--- config.mk ---
export PLATFORM = sky130hd
export DESIGN_NAME = tsdc_isqrt
export DESIGN_NICKNAME = d
export VERILOG_FILES = /design/src/rtl/tsdc_pkg.sv /design/src/rtl/tsdc_isqrt.sv
export SDC_FILE = /design/constraint.sdc
export NUM_CORES = 2
export LEC_CHECK = 0
export BUFFER_PORTS_ARGS = -buffer_cell sky130_fd_sc_hd__buf_2
export CAP_MARGIN = 10
export CORE_MARGIN = 4
export CORE_UTILIZATION = 40
export CTS_BUF_LIST = sky130_fd_sc_hd__clkbuf_8
export DETAILED_ROUTE_END_ITERATION = 16
export SLEW_MARGIN = 20
export SYNTH_ARGS = -nofsm -noshare
export SYNTH_HDL_FRONTEND = slang
export SYNTH_SLANG_ARGS = --single-unit
export TNS_END_PERCENT = 100
--- constraint.sdc ---
create_clock -name aclk -period 5.05 [get_ports aclk]
set_input_delay 0.2525 -clock aclk [delete_from_list [all_inputs] [get_ports aclk]]
set_output_delay 0.2525 -clock aclk [all_outputs]
set_load 0.02 [all_outputs]
--- src/rtl/tsdc_pkg.sv ---
// ----------------------------------------------------------------------------
// tsdc_pkg
// Shared types, constants and the arctangent table of the track segment
// distance classifier.
// ----------------------------------------------------------------------------
package tsdc_pkg;

    localparam int CW = 34;
    typedef logic signed [CW-1:0] cord_t;

    localparam int LAT_W  = 31;
    localparam int LON_W  = 32;
    localparam int DIST_W = 25;
    localparam int MAG_W  = 31;
    localparam int SQ_W   = 31;
    localparam int RAD_W  = 61;

    localparam logic signed [35:0] TURN_U    = 36'sd7200000000;
    localparam logic signed [35:0] HALF_U    = 36'sd3600000000;
    localparam logic signed [35:0] QUARTER_U = 36'sd1800000000;

    localparam logic [23:0] RAD_SCALE = 24'd15720528;
    localparam cord_t       INV_GAIN  = 34'sd652032874;
    localparam logic [22:0] RADIUS_M  = 23'd6371000;
    localparam logic [DIST_W-1:0] DIST_CAP = 25'd20016000;
    localparam logic [SQ_W-1:0]   Q30_ONE  = 31'd1073741824;

    localparam logic [DIST_W-1:0] MAX_DIST_RESET = 25'd1000;

    localparam logic ADDR_MAX_DIST   = 1'b0;
    localparam logic ADDR_COLOR_MODE = 1'b1;

    localparam logic [DIST_W-1:0] BAND_0 = 25'd41;
    localparam logic [DIST_W-1:0] BAND_1 = 25'd83;
    localparam logic [DIST_W-1:0] BAND_2 = 25'd166;
    localparam logic [DIST_W-1:0] BAND_3 = 25'd250;
    localparam logic [DIST_W-1:0] BAND_4 = 25'd416;

    typedef struct packed {
        logic [7:0] red;
        logic [7:0] green;
        logic [7:0] blue;
        logic [7:0] alpha;
    } colour_t;

    localparam colour_t COL_NONE   = '{8'd0,   8'd0,   8'd0,   8'd0};
    localparam colour_t COL_WHITE  = '{8'd255, 8'd255, 8'd255, 8'd255};
    localparam colour_t COL_BAND_0 = '{8'd0,   8'd0,   8'd139, 8'd255};
    localparam colour_t COL_BAND_1 = '{8'd173, 8'd216, 8'd230, 8'd255};
    localparam colour_t COL_BAND_2 = '{8'd0,   8'd255, 8'd0,   8'd255};
    localparam colour_t COL_BAND_3 = '{8'd255, 8'd255, 8'd0,   8'd255};
    localparam colour_t COL_BAND_4 = '{8'd255, 8'd165, 8'd0,   8'd255};
    localparam colour_t COL_FAR    = '{8'd150, 8'd0,   8'd0,   8'd150};

    function automatic cord_t atan_entry(input int i);
        cord_t v;
        v = '0;
        unique case (i)
            0: v = 34'sd843314857;
            1: v = 34'sd497837829;
            2: v = 34'sd263043837;
            3: v = 34'sd133525159;
            4: v = 34'sd67021687;
            5: v = 34'sd33543516;
            6: v = 34'sd16775851;
            7: v = 34'sd8388437;
            8: v = 34'sd4194283;
            9: v = 34'sd2097149;
            default: begin
                if (i <= 30) begin
                    v = 34'sd1 <<< (30 - i);
                end else begin
                    v = '0;
                end
            end
        endcase
        return v;
    endfunction

endpackage

--- src/rtl/tsdc_isqrt.sv ---
// ----------------------------------------------------------------------------
// tsdc_isqrt
// Pipelined floor square root, one result bit per register stage.
// ----------------------------------------------------------------------------
module tsdc_isqrt import tsdc_pkg::*; (
    input  logic             aclk,
    input  logic             en,
    input  logic [RAD_W-1:0] v_in,
    output logic [SQ_W-1:0]  root_out
);

    localparam int RW = 2 * SQ_W;

    logic [RW-1:0]   rem_reg  [SQ_W];
    logic [SQ_W-1:0] root_reg [SQ_W];

    for (genvar j = 0; j < SQ_W; j++) begin : g_stage
        localparam int K = SQ_W - 1 - j;
        logic [RW-1:0]   rem_in, trial;
        logic [SQ_W-1:0] root_in;

        if (j == 0) begin : g_first
            assign rem_in  = RW'(v_in);
            assign root_in = '0;
        end else begin : g_next
            assign rem_in  = rem_reg[j-1];
            assign root_in = root_reg[j-1];
        end

        assign trial = (RW'(root_in) << (K + 1)) + (RW'(1) << (2 * K));

        always_ff @(posedge aclk) begin
            if (en) begin
                if (rem_in >= trial) begin
                    rem_reg[j]  <= rem_in - trial;
                    root_reg[j] <= root_in | (SQ_W'(1) << K);
                end else begin
                    rem_reg[j]  <= rem_in;
                    root_reg[j] <= root_in;
                end
            end
        end
    end

    assign root_out = root_reg[SQ_W-1];

endmodule

==> out/qor.yml <==
place:
  place_hpwl_microns: 209000
  place_congestion: 0.975
  port-buffer-count: 93
worst_hold_path:
  hold_end: "root_reg[0][273]$_DFFE_PP_"
  min_from: "root_reg[0][242]$_DFFE_PP_"
  hold_class: "reg -> reg"
  holdPathStages: 0
critical_path:
  critical_path_class: "reg -> reg"
  cp-end-kind: "flip-flop"
  setup.worst_path.start_class: "flip-flop"
  cpMostUsedCell: "or4_1"
  r2r_end: "rem_reg[1][428]$_DFFE_PP_"
  worstPathRequired_ns: 5.76
  crit_buf_inv: 1
  crit_fanout: 46
  cp.arrival_ns: 5.29
  path_cells: "or4_1, nor4_1, nand2b_1, or4_1, a2111o_1, nor3b_4, buf_4, nor2_1, o211ai_1, or2_1, nor3_1, xor2_1"
  crit_slowest_cell: "or4_1"
  cpLargestDelayFamily: "simple AND/OR/NAND/NOR gates"
  reg2reg_depth: 12
  r2r_start: "rem_reg[1][357]$_DFFE_PP_"
  rrSetupSlack_ns: 0.47
  max_stage_delay_ns: 0.62
power:
  switching_share_pct: 30.5
  p_int_mw: 37.4
  seqPwrFrac_pct: 49.6
  power.net_switching_mw: 16.4
  irDropWorstVdd_mv: 0.275
  p_leak_nw: 47.3
  share_comb_of_total_power_pct: 21.0
  p_clk_share_pct: 29.4
  powerDensity_nw_per_um2: 426
  power.total_mw: 53.9
layout:
  layout_commonest_cell: "edfxtp_1"
  drive_gt1_share_pct: 8.21
  syn_to_final_growth_pct: 12.1
  fin_nets: 10100
  mostFrequentLayoutCells: "2,356 x edfxtp_1, 734 x inv_1, 731 x nand2_1, 523 x ha_1, 522 x o21ai_0"
  utilization_pct: 45.2
  largest_reg_flops: 1860
drt:
  drc: 0
  vias: 72900
  post_drt_wl_per_cell_microns: 20.7
  drtIter0Drc: 6870
  antenna_left: 0
  firstDrtPassIters: 7
  wirelength_microns: 281000
  drt-vias-per-instance: 5.38
die:
  pin_count: 94
  die_area_sq_um: 290000
  chipHeight_microns: 539
  initial_core_util_pct: 40.3
  core_sq_um: 280000
  num_rows: 194
  die_x_microns: 539
synthesis:
  synth-async-reset-ratio_pct: 0
  seq_area_frac_synth_pct: 62.7
  syn-mean-instance-area_sq_um: 12.5
  synth-edff-count: 2356
  netlist_instances: 9029
  syn_area_sq_um: 113000
  yosysUniqueCellTypes: 86
  ys_seq_elements: 2356
  synth.net_count: 9615
  yosysWarnings: 0
  ys_dominant_reg_cell: "edfxtp_1"
sta:
  maxSlewViolCount: 0
  fmax_mhz: 218
  rsz0062_at_grt: "no"
  fin_skew_ns: 0.129
  tns_ns: 0
  finalSetupViolations: 0
  min_period_ns: 4.58
  finalHoldViolCount: 0
  tightest_slew_ns: 1.20
  whs_ns: 0.393
  relSlewSlack_pct: 20.3
  final.period_utilization_pct: 90.8
grt:
  grt_pass1_vias: 71200
  gr-total-overflow: 0
  antenna_found_initial: 8
  grt.total_usage_pct: 18.6
  grt_max_degree: 206
  grt_pass1_wl_microns: 424000
clock_tree:
  tritoncts: "built"
  cts.sinks: 2356
  clock_latency_ns: 1.08
  clockBufferDepth: 4
  post_cts_buffers: 0
  htreeDepth: 5
  cts_root_buffer: "clkbuf_8"
  clk_pin_slew_worst_paths_ns: 0.06
  cts_buffers: 394
run:
  timing.max_cap.violations: 0
status:
  status: "finished, final reports clean"
==> through the flow <==
step | cells | cell area [sq um] | setup WS, ns
2_1_floorplan | 9029 | 113000 | 0.825
5_1_grt | 13600 | 126000 | 0.186
3_3_place_gp | 12700 | 118000 | 0.538
4_1_cts | 13500 | 126000 | 0.454
6_report | 13600 | 126000 | 0.466
3_5_place_dp | 12700 | 118000 | 0.479
==> how the worst max path moves through the flow <==
stage | from | to | slack (ns) | depth (start not counted)
2_1_floorplan | en | rem_reg[1][558]$_DFFE_PP_ | 0.82 | 5
3_3_place_gp | rem_reg[1][356]$_DFFE_PP_ | rem_reg[1][428]$_DFFE_PP_ | 0.54 | 12
3_5_place_dp | rem_reg[1][356]$_DFFE_PP_ | rem_reg[1][424]$_DFFE_PP_ | 0.48 | 12
4_1_cts | rem_reg[1][357]$_DFFE_PP_ | rem_reg[1][428]$_DFFE_PP_ | 0.45 | 12
5_1_grt | rem_reg[1][357]$_DFFE_PP_ | rem_reg[1][428]$_DFFE_PP_ | 0.19 | 12
6_report | rem_reg[1][357]$_DFFE_PP_ | rem_reg[1][428]$_DFFE_PP_ | 0.47 | 12
==> power by group through the flow <==
stage / Sequential, mW / Clock, mW / Combinational (mW)
finish: 26.7 / 15.9 / 11.3
global route: 27.0 / 17.3 / 12.5
CTS: 26.7 / 16.3 / 11.2
detailed placement: 27.1 / 0 / 11.1
global placement: 27.1 / 0 / 10.9
floorplan: 26.2 / 0 / 8.38
==> final cells by class <==
| class | count | area, sq um |
|---|---|---|
| antenna | 5 | 12.5 |
| clock buffer | 403 | 5550 |
| clock inverter | 305 | 1700 |
| fill | 25200 | 153000 |
| inverter | 623 | 2340 |
| multi-input combinational | 5836 | 38900 |
| sequential | 2356 | 70700 |
| tap | 3724 | 4660 |
| timing repair buffer | 301 | 2470 |
==> Yosys cell counts (all sizes together), types with 29 or more instances <==
| cell | instances | share of area [%] |
|---|---|---|
| nand4 | 142 | 0.79 |
| edfxtp | 2356 | 63 |
| nand3b | 33 | 0.23 |
| a21oi | 475 | 2.1 |
| a31oi | 50 | 0.28 |
| nand4b | 31 | 0.24 |
| xnor2 | 408 | 3.2 |
| clkbuf | 190 | 0.63 |
| and3 | 50 | 0.28 |
| nor4 | 328 | 1.8 |
| nor2 | 495 | 1.6 |
| o21ai | 524 | 2.3 |
| or4 | 73 | 0.49 |
| and2 | 32 | 0.18 |
| nand2 | 731 | 2.4 |
| nor2b | 80 | 0.44 |
| nand3 | 162 | 0.72 |
| nand2b | 109 | 0.60 |
| a211oi | 43 | 0.30 |
| inv | 623 | 2.1 |
| or3 | 74 | 0.41 |
| nor4b | 56 | 0.43 |
| o21a | 85 | 0.57 |
| nor3 | 261 | 1.2 |
| or2 | 47 | 0.26 |
| o21bai | 50 | 0.33 |
| xor2 | 416 | 3.2 |
| a21o | 225 | 1.5 |
| mux2 | 50 | 0.50 |
| o31ai | 29 | 0.19 |
| ha | 523 | 5.8 |
==> logic make-up after synthesis <==
group / count (synthesis) / synth area share, %
multiplexers: 62 / 0.606
AO/OA/AOI/OAI: 1652 / 8.91
XOR/XNOR: 824 / 6.40
buffers and inverters: 837 / 2.81
flip-flops: 2356 / 62.7
AND/OR/NAND/NOR: 2775 / 12.7
adder cells (fa/ha/maj): 523 / 5.80
==> per-layer routing <==
layer  track usage [%]  vias to the layer above  wire [microns]
li1                  -                    34700               -
met3              3.11                      481           17300
met4              5.52                        0            7990
met1              25.2                    35500          123000
met5                 0                        -               0
met2              30.8                     2215          132000
==> repair_timing <==
item                      in CTS  in global routing
hold endpoints to repair     143                  0
gates resized for setup        0                  0
hold buffers                 123                  0
Note: power is estimated with default switching activity, not from simulation.
